===== src/hw/rtl/tts_pkg.sv =====
`default_nettype none

package tts_pkg;

  localparam int SLOTS = 16;
  localparam int SLOT_W = (SLOTS > 1) ? $clog2(SLOTS) : 1;

  localparam int TIME_W = 48;
  localparam int TW_W = 32;
  localparam int BASE_W = 24;
  localparam int RETRY_W = 2;
  localparam int LIMIT_W = BASE_W + (1 << RETRY_W) - 1;

  localparam logic [TW_W-1:0] TIMEWAIT_RESET = 32'd2000000;
  localparam logic [BASE_W-1:0] BASE_RESET = 24'd200000;
  localparam logic [RETRY_W-1:0] GIVE_UP_RETRIES = 2'd3;

  localparam logic [2:0] FUNC_SCAN = 3'd0;
  localparam logic [2:0] FUNC_ARM_TW = 3'd1;
  localparam logic [2:0] FUNC_ARM_RT = 3'd2;
  localparam logic [2:0] FUNC_CANCEL_RT = 3'd3;
  localparam logic [2:0] FUNC_HEAD = 3'd4;

  localparam logic [2:0] ACT_NONE = 3'd0;
  localparam logic [2:0] ACT_TW_CLOSE = 3'd1;
  localparam logic [2:0] ACT_RETX = 3'd2;
  localparam logic [2:0] ACT_RESET = 3'd3;
  localparam logic [2:0] ACT_RT_CANCEL = 3'd4;

  localparam logic PHASE_TW = 1'b0;
  localparam logic PHASE_RT = 1'b1;

  typedef struct packed {
    logic [2:0] func;
    logic [3:0] slot;
    logic [TIME_W-1:0] now_us;
    logic head_present;
    logic [RETRY_W-1:0] head_retries;
  } in_word_t;

  typedef struct packed {
    logic [3:0] out_slot;
    logic [2:0] action;
    logic last_result;
  } out_word_t;

  typedef struct packed {
    logic cmd_write;
    logic scan_start;
    logic step_en;
    logic phase;
    logic [SLOT_W-1:0] idx;
    logic flush;
  } dp_cmd_t;

endpackage

`default_nettype wire


===== src/hw/rtl/tts_cfg.sv =====
`default_nettype none

module tts_cfg (
  input  wire logic clk,
  input  wire logic rst_n,
  input  wire logic psel,
  input  wire logic penable,
  input  wire logic pwrite,
  input  wire logic [2:0] paddr,
  input  wire logic [31:0] pwdata,
  output logic [31:0] prdata,
  output logic pready,
  output logic [tts_pkg::TW_W-1:0] timewait_us,
  output logic [tts_pkg::BASE_W-1:0] retrans_base_us
);

  logic [tts_pkg::TW_W-1:0] timewait_r;
  logic [tts_pkg::BASE_W-1:0] base_r;
  logic wr_en;

  assign pready = 1'b1;
  assign wr_en = psel && penable && pwrite && pready;

  always_ff @(posedge clk) begin
    if (!rst_n) begin
      timewait_r <= tts_pkg::TIMEWAIT_RESET;
      base_r <= tts_pkg::BASE_RESET;
    end else if (wr_en) begin
      if (paddr[2]) begin
        base_r <= pwdata[tts_pkg::BASE_W-1:0];
      end else begin
        timewait_r <= pwdata[tts_pkg::TW_W-1:0];
      end
    end
  end

  always_comb begin
    if (paddr[2]) begin
      prdata = {{(32 - tts_pkg::BASE_W){1'b0}}, base_r};
    end else begin
      prdata = timewait_r;
    end
  end

  assign timewait_us = timewait_r;
  assign retrans_base_us = base_r;

endmodule

`default_nettype wire


===== src/hw/rtl/tts_ctrl.sv =====
`default_nettype none

module tts_ctrl (
  input  wire logic clk,
  input  wire logic rst_n,
  input  wire logic start,
  input  wire logic [2:0] func,
  output logic busy,
  output tts_pkg::dp_cmd_t cmd
);

  localparam logic [1:0] ST_IDLE = 2'd0;
  localparam logic [1:0] ST_SCAN = 2'd1;
  localparam logic [1:0] ST_FLUSH = 2'd2;
  localparam logic [tts_pkg::SLOT_W-1:0] LAST_IDX = tts_pkg::SLOT_W'(tts_pkg::SLOTS - 1);

  logic [1:0] state_r, state_nxt;
  logic [tts_pkg::SLOT_W-1:0] idx_r, idx_nxt;
  logic phase_r, phase_nxt;
  logic accept;

  assign busy = (state_r != ST_IDLE);
  assign accept = start && !busy;

  always_comb begin
    state_nxt = state_r;
    idx_nxt = idx_r;
    phase_nxt = phase_r;
    cmd = '0;
    cmd.idx = idx_r;
    cmd.phase = phase_r;
    unique case (state_r)
      ST_IDLE: begin
        if (accept) begin
          if (func == tts_pkg::FUNC_SCAN) begin
            cmd.scan_start = 1'b1;
            state_nxt = ST_SCAN;
            idx_nxt = '0;
            phase_nxt = tts_pkg::PHASE_TW;
          end else begin
            cmd.cmd_write = 1'b1;
          end
        end
      end
      ST_SCAN: begin
        cmd.step_en = 1'b1;
        phase_nxt = ~phase_r;
        if (phase_r == tts_pkg::PHASE_RT) begin
          if (idx_r == LAST_IDX) begin
            state_nxt = ST_FLUSH;
          end else begin
            idx_nxt = idx_r + 1'b1;
          end
        end
      end
      ST_FLUSH: begin
        cmd.flush = 1'b1;
        state_nxt = ST_IDLE;
      end
      default: begin
        state_nxt = ST_IDLE;
      end
    endcase
  end

  always_ff @(posedge clk) begin
    if (!rst_n) begin
      state_r <= ST_IDLE;
      idx_r <= '0;
      phase_r <= tts_pkg::PHASE_TW;
    end else begin
      state_r <= state_nxt;
      idx_r <= idx_nxt;
      phase_r <= phase_nxt;
    end
  end

`ifndef SYNTHESIS
  a_flush_to_idle: assert property (@(posedge clk) disable iff (!rst_n)
    state_r == ST_FLUSH |=> state_r == ST_IDLE)
    else $error("Flush state did not return to idle.");

  a_scan_begins_at_zero: assert property (@(posedge clk) disable iff (!rst_n)
    (accept && func == tts_pkg::FUNC_SCAN) |=>
      (state_r == ST_SCAN && idx_r == '0 && phase_r == tts_pkg::PHASE_TW))
    else $error("Scan did not begin at the first slot.");

  a_idx_in_range: assert property (@(posedge clk) disable iff (!rst_n)
    state_r == ST_SCAN |-> 32'(idx_r) < tts_pkg::SLOTS)
    else $error("Scan index out of range.");
`endif

endmodule

`default_nettype wire


===== src/hw/rtl/tts_dp.sv =====
`default_nettype none

module tts_dp (
  input  wire logic clk,
  input  wire logic rst_n,
  input  wire tts_pkg::dp_cmd_t cmd,
  input  wire tts_pkg::in_word_t in_word,
  input  wire logic [tts_pkg::TW_W-1:0] timewait_us,
  input  wire logic [tts_pkg::BASE_W-1:0] retrans_base_us,
  output logic out_valid,
  output tts_pkg::out_word_t out_word
);

  logic [tts_pkg::SLOTS-1:0] tw_armed_r;
  logic [tts_pkg::SLOTS-1:0] rt_armed_r;
  logic [tts_pkg::SLOTS-1:0] head_valid_r;
  logic [tts_pkg::RETRY_W-1:0] retry_r [tts_pkg::SLOTS];
  logic [tts_pkg::TIME_W-1:0] tw_start_r [tts_pkg::SLOTS];
  logic [tts_pkg::TIME_W-1:0] rt_start_r [tts_pkg::SLOTS];

  logic [tts_pkg::TIME_W-1:0] scan_now_r;
  logic pend_valid_r;
  tts_pkg::out_word_t pend_r;
  logic out_valid_r;
  tts_pkg::out_word_t out_word_r;

  logic slot_ok;
  logic [tts_pkg::SLOT_W-1:0] wslot;
  logic [tts_pkg::SLOT_W-1:0] idx;
  logic [tts_pkg::RETRY_W-1:0] cur_retry;
  logic [tts_pkg::LIMIT_W-1:0] rt_limit;
  logic [tts_pkg::TIME_W-1:0] cmp_start;
  logic [tts_pkg::TIME_W-1:0] cmp_limit;
  logic [tts_pkg::TIME_W-1:0] cmp_diff;
  logic expired;
  logic new_valid;
  logic [2:0] new_action;

  assign slot_ok = 32'(in_word.slot) < tts_pkg::SLOTS;
  assign wslot = tts_pkg::SLOT_W'(in_word.slot);
  assign idx = cmd.idx;
  assign cur_retry = retry_r[idx];
  assign rt_limit = tts_pkg::LIMIT_W'(retrans_base_us) << cur_retry;

  always_comb begin
    if (cmd.phase == tts_pkg::PHASE_TW) begin
      cmp_start = tw_start_r[idx];
      cmp_limit = tts_pkg::TIME_W'(timewait_us);
    end else begin
      cmp_start = rt_start_r[idx];
      cmp_limit = tts_pkg::TIME_W'(rt_limit);
    end
    cmp_diff = scan_now_r - cmp_start;
    expired = (scan_now_r >= cmp_start) && (cmp_diff > cmp_limit);
  end

  always_comb begin
    new_valid = 1'b0;
    new_action = tts_pkg::ACT_NONE;
    if (cmd.step_en) begin
      if (cmd.phase == tts_pkg::PHASE_TW) begin
        if (tw_armed_r[idx] && expired) begin
          new_valid = 1'b1;
          new_action = tts_pkg::ACT_TW_CLOSE;
        end
      end else if (rt_armed_r[idx]) begin
        if (!head_valid_r[idx]) begin
          new_valid = 1'b1;
          new_action = tts_pkg::ACT_RT_CANCEL;
        end else if (expired) begin
          new_valid = 1'b1;
          if (cur_retry == tts_pkg::GIVE_UP_RETRIES) begin
            new_action = tts_pkg::ACT_RESET;
          end else begin
            new_action = tts_pkg::ACT_RETX;
          end
        end
      end
    end
  end

  always_ff @(posedge clk) begin
    if (!rst_n) begin
      tw_armed_r <= '0;
      rt_armed_r <= '0;
      head_valid_r <= '0;
      for (int i = 0; i < tts_pkg::SLOTS; i++) begin
        retry_r[i] <= '0;
      end
    end else if (cmd.cmd_write && slot_ok) begin
      case (in_word.func)
        tts_pkg::FUNC_ARM_TW: begin
          tw_armed_r[wslot] <= 1'b1;
        end
        tts_pkg::FUNC_ARM_RT: begin
          rt_armed_r[wslot] <= 1'b1;
        end
        tts_pkg::FUNC_CANCEL_RT: begin
          rt_armed_r[wslot] <= 1'b0;
        end
        tts_pkg::FUNC_HEAD: begin
          head_valid_r[wslot] <= in_word.head_present;
          retry_r[wslot] <= in_word.head_retries;
        end
        default: begin
        end
      endcase
    end else if (new_valid) begin
      case (new_action)
        tts_pkg::ACT_TW_CLOSE: begin
          tw_armed_r[idx] <= 1'b0;
        end
        tts_pkg::ACT_RETX: begin
          retry_r[idx] <= cur_retry + 1'b1;
        end
        default: begin
          rt_armed_r[idx] <= 1'b0;
        end
      endcase
    end
  end

  always_ff @(posedge clk) begin
    if (cmd.cmd_write && slot_ok) begin
      if (in_word.func == tts_pkg::FUNC_ARM_TW) begin
        tw_start_r[wslot] <= in_word.now_us;
      end
      if (in_word.func == tts_pkg::FUNC_ARM_RT && !rt_armed_r[wslot]) begin
        rt_start_r[wslot] <= in_word.now_us;
      end
    end else if (new_valid && new_action == tts_pkg::ACT_RETX) begin
      rt_start_r[idx] <= scan_now_r;
    end
  end

  always_ff @(posedge clk) begin
    if (cmd.scan_start) begin
      scan_now_r <= in_word.now_us;
    end
  end

  always_ff @(posedge clk) begin
    if (!rst_n) begin
      pend_valid_r <= 1'b0;
      out_valid_r <= 1'b0;
    end else begin
      out_valid_r <= 1'b0;
      if (cmd.scan_start) begin
        pend_valid_r <= 1'b0;
      end else if (new_valid) begin
        out_valid_r <= pend_valid_r;
        pend_valid_r <= 1'b1;
      end else if (cmd.flush) begin
        out_valid_r <= pend_valid_r;
        pend_valid_r <= 1'b0;
      end
    end
  end

  always_ff @(posedge clk) begin
    if (new_valid) begin
      out_word_r <= '{out_slot: pend_r.out_slot, action: pend_r.action, last_result: 1'b0};
      pend_r.out_slot <= 4'(idx);
      pend_r.action <= new_action;
      pend_r.last_result <= 1'b0;
    end else if (cmd.flush) begin
      out_word_r <= '{out_slot: pend_r.out_slot, action: pend_r.action, last_result: 1'b1};
    end
  end

  assign out_valid = out_valid_r;
  assign out_word = out_word_r;

`ifndef SYNTHESIS
  a_action_nonzero: assert property (@(posedge clk) disable iff (!rst_n)
    out_valid_r |-> out_word_r.action != tts_pkg::ACT_NONE)
    else $error("Result issued with no action.");

  a_flush_last: assert property (@(posedge clk) disable iff (!rst_n)
    (cmd.flush && pend_valid_r) |=> (out_valid_r && out_word_r.last_result))
    else $error("Final result of a scan was not marked last.");
`endif

endmodule

`default_nettype wire


===== src/hw/rtl/tcp_timer_table_scan.sv =====
`default_nettype none

// Timer table for a fixed set of connection slots, each with a time-wait
// timer and a retransmission timer with exponential backoff.
// Input words are taken when start is high and busy is low. A command word
// (arm, cancel, head update) is applied at that edge and busy stays low, so
// commands can follow back to back at one word per cycle.
// A scan word raises busy for the whole scan: the sequencer visits each slot
// in index order, checking the time-wait timer and then the retransmission
// timer through one shared subtract and compare unit, and a final flush
// state releases the last result.
// Result words appear on out_word for one cycle with out_valid high, in slot
// order, and the word with last_result set ends the scan. Each result is
// held until the next one is known or the scan ends, and only then leaves.
// A scan that finds nothing gives no result.
// The receiver cannot stall the result channel.
// Configuration registers are on the APB port: time-wait hold time at 0 and
// retransmission base interval at 4. They are to be written only while idle;
// the block itself does not enforce this. Reset disarms all timers, clears
// head status and retry counts, and loads the register defaults.
module tcp_timer_table_scan (
  input  wire logic clk,
  input  wire logic rst_n,
  input  wire logic start,
  output logic busy,
  input  wire tts_pkg::in_word_t in_word,
  output logic out_valid,
  output tts_pkg::out_word_t out_word,
  input  wire logic psel,
  input  wire logic penable,
  input  wire logic pwrite,
  input  wire logic [2:0] paddr,
  input  wire logic [31:0] pwdata,
  output logic [31:0] prdata,
  output logic pready
);

  tts_pkg::dp_cmd_t cmd;
  logic [tts_pkg::TW_W-1:0] timewait_us;
  logic [tts_pkg::BASE_W-1:0] retrans_base_us;

  tts_cfg u_cfg (
    .clk (clk),
    .rst_n (rst_n),
    .psel (psel),
    .penable (penable),
    .pwrite (pwrite),
    .paddr (paddr),
    .pwdata (pwdata),
    .prdata (prdata),
    .pready (pready),
    .timewait_us (timewait_us),
    .retrans_base_us (retrans_base_us)
  );

  tts_ctrl u_ctrl (
    .clk (clk),
    .rst_n (rst_n),
    .start (start),
    .func (in_word.func),
    .busy (busy),
    .cmd (cmd)
  );

  tts_dp u_dp (
    .clk (clk),
    .rst_n (rst_n),
    .cmd (cmd),
    .in_word (in_word),
    .timewait_us (timewait_us),
    .retrans_base_us (retrans_base_us),
    .out_valid (out_valid),
    .out_word (out_word)
  );

endmodule

`default_nettype wire

===== config.mk =====
export PLATFORM = sky130hd
export DESIGN_NAME = tcp_timer_table_scan
export DESIGN_NICKNAME = d
export VERILOG_FILES = /design/src/hw/rtl/tts_pkg.sv /design/src/hw/rtl/tts_cfg.sv /design/src/hw/rtl/tts_ctrl.sv /design/src/hw/rtl/tts_dp.sv /design/src/hw/rtl/tcp_timer_table_scan.sv
export SDC_FILE = /design/constraint.sdc
export NUM_CORES = 2
export LEC_CHECK = 0
export BUFFER_PORTS_ARGS = -buffer_cell sky130_fd_sc_hd__buf_2
export CAP_MARGIN = 20
export CORE_MARGIN = 2
export CORE_UTILIZATION = 63
export DETAILED_ROUTE_END_ITERATION = 8
export HOLD_SLACK_MARGIN = 0.12
export PLACE_DENSITY = 0.8
export RECOVER_POWER = 25
export SYNTH_ARGS = -nofsm -noshare
export SYNTH_HDL_FRONTEND = slang
export SYNTH_SLANG_ARGS = --single-unit
export TNS_END_PERCENT = 5

===== constraint.sdc =====
create_clock -name clk -period 13.08 [get_ports clk]
set_clock_uncertainty 0.15 [all_clocks]
set_input_delay 1.308 -clock clk [delete_from_list [all_inputs] [get_ports clk]]
set_output_delay 1.308 -clock clk [all_outputs]
set_load 0.005 [all_outputs]

==> metrics.txt <==
non-filler cells, final=5742; drt wl/cell=33.91 µm; mapped cell area=73090 µm²; Final GP Congestion=0.9568; worst skew pair latency=790 ps; placed wire-length estimate=107400 µm; asr flop ratio synth=0%; WS Path Type=register to register; initial antenna violation count=4; status=finished with violations; clk buf depth=3; max-cap viol count=3; # IOs=142; Fin. Hold Viols=0; htree depth=4; period utilisation layout=84.61%; Max Fclk=90.35 MHz; Synth cell types=92; Worst Tran Pin Value=4201 ps; I/O Buffers=138; Worst Hold Slack=279.7 ps; Final Setup Violations=0; Arr. time, crit path=11280 ps; DRT iter0 DRCs=5948; R2R Setup Slk=2010 ps; DR top layer=met5; CP required=13290 ps; initial core utilization=63.75%; grt ovf=0; Chip Height=344.6 µm; number of flops mapped to enable cells by yosys=1630; slew margin rel.=-180.1%; vias in the first global route=40310; register area share after synthesis=70.20%; critical path fanouts, max=118; Yosys reg bits=1748; Hold Path Cell Cnt=0; Ys Warns=0; Metal-1 WL=71140 µm; # nets final=4270; Worst Hold Class=register to register; CTS tree=built; Post-Synthesis Cells=3899; syn_nets=4084; hold path endpoint=u_dp.pend_r[6]; reg2reg path depth=25; hold buffers post-CTS=0; Worst Min Path Start=u_ctrl.idx_r[2]; syn_area_per_cell=18.75 µm²; count of pins over their slew limit=161; Reg clk slew, reported paths=60 ps; DIE WIDTH=344.6 µm; Setup Fix Bufs, Post-CTS=0; leakage=25.25 nW; clk root buf=clkbuf_16; row count=124; first drt pass iteration count=6; pin count of the biggest net entering global routing=134; vias post-DR=41110; routed wl met3=21180 µm; CTS sink count=1748; PD cells=137.2 nW/µm²; failing checks=capacitance limit, slew limit; placed cell count=5420; CP Launch Type=register; WL met2=95530 µm; Global Route Usage Sum=33.15%; VDD IR max=0.1285 mV; fraction of layout cells with a size suffix above 1=25.54%; Remaining DRCs=0; Final Core Density=70.58%; first-pass GRT wire length=279400 µm; Critical Path End Type=register; Layout area overhead=10.72%; setup tns final=0 ps; RSZ-0062 raised after global routing=false; Final min period=11070 ps; leading register cell type out of synthesis=edfxtp_1; post-cts sizing count=0; Critical R2R Capture=u_dp.rt_start_r[11][39]; die footprint=118800 µm²; total CTS buffers=170; most frequent cells in the layout=1630 x edfxtp_1, 521 x mux4_2, 260 x nand2_1; WL final=194700 µm; most common cell after layout, fill and taps aside=edfxtp_1; CORE AREA=114700 µm²; Final ANT Viol Nets=0; mean number of vias per cell=7.159
==> metrics by stage <==
stage	setup slack [ps]	instance area [µm²]	power, mW
final	2012	80930	11.10
after global routing	1846	80920	11.34
after CTS	2147	80910	11.12
after detailed placement	2183	75760	6.596
after global placement	2222	75750	6.583
after floorplan	3391	73090	6.451
==> sequential cells by signal, indices dropped and copies added (netlist names), named ones only <==
signal / count
u_dp.rt_start_r: 768
u_dp.tw_start_r: 768
u_dp.scan_now_r: 48
u_cfg.timewait_us: 32
u_dp.retry_r: 32
u_cfg.retrans_base_us: 24
u_dp.head_valid_r: 16
u_dp.tw_armed_r: 16
u_dp.out_word: 8
u_dp.pend_r: 7
u_ctrl.idx_r: 4
u_ctrl.state_r: 2
u_ctrl.phase_r: 1
u_dp.out_valid: 1
u_dp.pend_valid_r: 1
==> cells by family after synthesis <==
logic type,Yosys count,share of synthesized area (%)
fa+ha+maj,86,1.482
mux,691,18.53
flops,1748,70.20
buf+inv,251,1.399
simple gates,666,4.239
compound gates,414,3.641
other cells,1,0.005131
xor+xnor,42,0.5033
==> cell type report <==
type,count,area [µm²]
Tap cell,1512,1892
Clock buffer,230,4521
Inverter,32,130.1
Clock inverter,81,625.6
Multi-Input combinational cell,1900,20960
Fill cell,6745,33730
Timing Repair Buffer,233,1458
Antenna cell,6,15.01
Sequential cell,1748,51330
==> worst max path at each step <==
stage,startpoint,endpoint,slack (ps),depth (start not counted)
finish,register,u_dp.rt_start_r[11][39],2010,25
global route,register,u_dp.rt_start_r[11][39],1850,27
CTS,register,u_dp.rt_start_r[11][46],2150,26
detailed placement,register,u_dp.rt_start_r[15][42],2180,25
global placement,register,u_dp.rt_start_r[15][42],2220,25
floorplan,register,u_dp.rt_start_r[11][0],3390,29
==> layer usage <==
layer	vias to the layer above	track usage (%)
met5	-	0
met4	2	11.49
met3	452	5.838
met2	3131	53.60
met1	21160	46.47
li1	16360	-
==> where the power goes <==
group / switching, mW / internal, mW / leakage, nW
combinational: 0.249 / 0.105 / 7.10
sequential: 0.0127 / 6.12 / 15.7
clock: 2.07 / 2.53 / 2.49
total: 2.34 / 8.76 / 25.3
==> critical path: stages, from the launching register on <==
cell	delay (ps)
dfxtp_4	850
buf_12	520
mux4_2	430
mux4_2	500
mux2i_1	530
ha_1	400
nand4_1	250
nor3_1	200
inv_1	90
a2111oi_0	940
nor2_1	250
xnor2_1	540
ha_1	370
nand4_1	150
inv_1	60
a221oi_1	350
nand4_1	150
a31oi_1	570
o311a_1	340
nand4_4	280
o31ai_4	590
buf_4	360
nor2b_1	160
a21oi_1	750
nor2_4	50
buf_4	490
==> cell usage after synthesis, drive strengths merged (5+ instances only) <==
master / number / area [µm²]
a221oi: 5 / 61.31
nand3: 54 / 270.3
nor3: 39 / 200.2
a31oi: 23 / 150.1
xnor2: 28 / 245.2
mux4: 521 / 11730
dfxtp: 118 / 2362
a211o: 6 / 52.55
o211ai: 13 / 97.59
a211oi: 7 / 52.55
edfxtp: 1630 / 48950
xor2: 14 / 122.6
or2: 7 / 46.29
nand2: 260 / 975.9
mux2i: 97 / 983.4
a21o: 5 / 37.54
o21ai: 108 / 551.8
nand4: 41 / 271.5
o221a: 17 / 191.4
nand2b: 17 / 106.4
nor3b: 9 / 87.59
clkbuf: 136 / 510.5
a21boi: 6 / 67.57
inv: 31 / 116.4
o22ai: 5 / 31.28
a21oi: 166 / 845.8
and2: 9 / 56.31
nor4: 9 / 77.57
nor4b: 7 / 73.82
nor2: 174 / 653.1
o31ai: 6 / 72.57
nor2b: 25 / 156.4
buf: 83 / 391.6
mux2: 73 / 825.8
ha: 85 / 1064
o21a: 16 / 120.1
(Power assumes the default switching activity.)
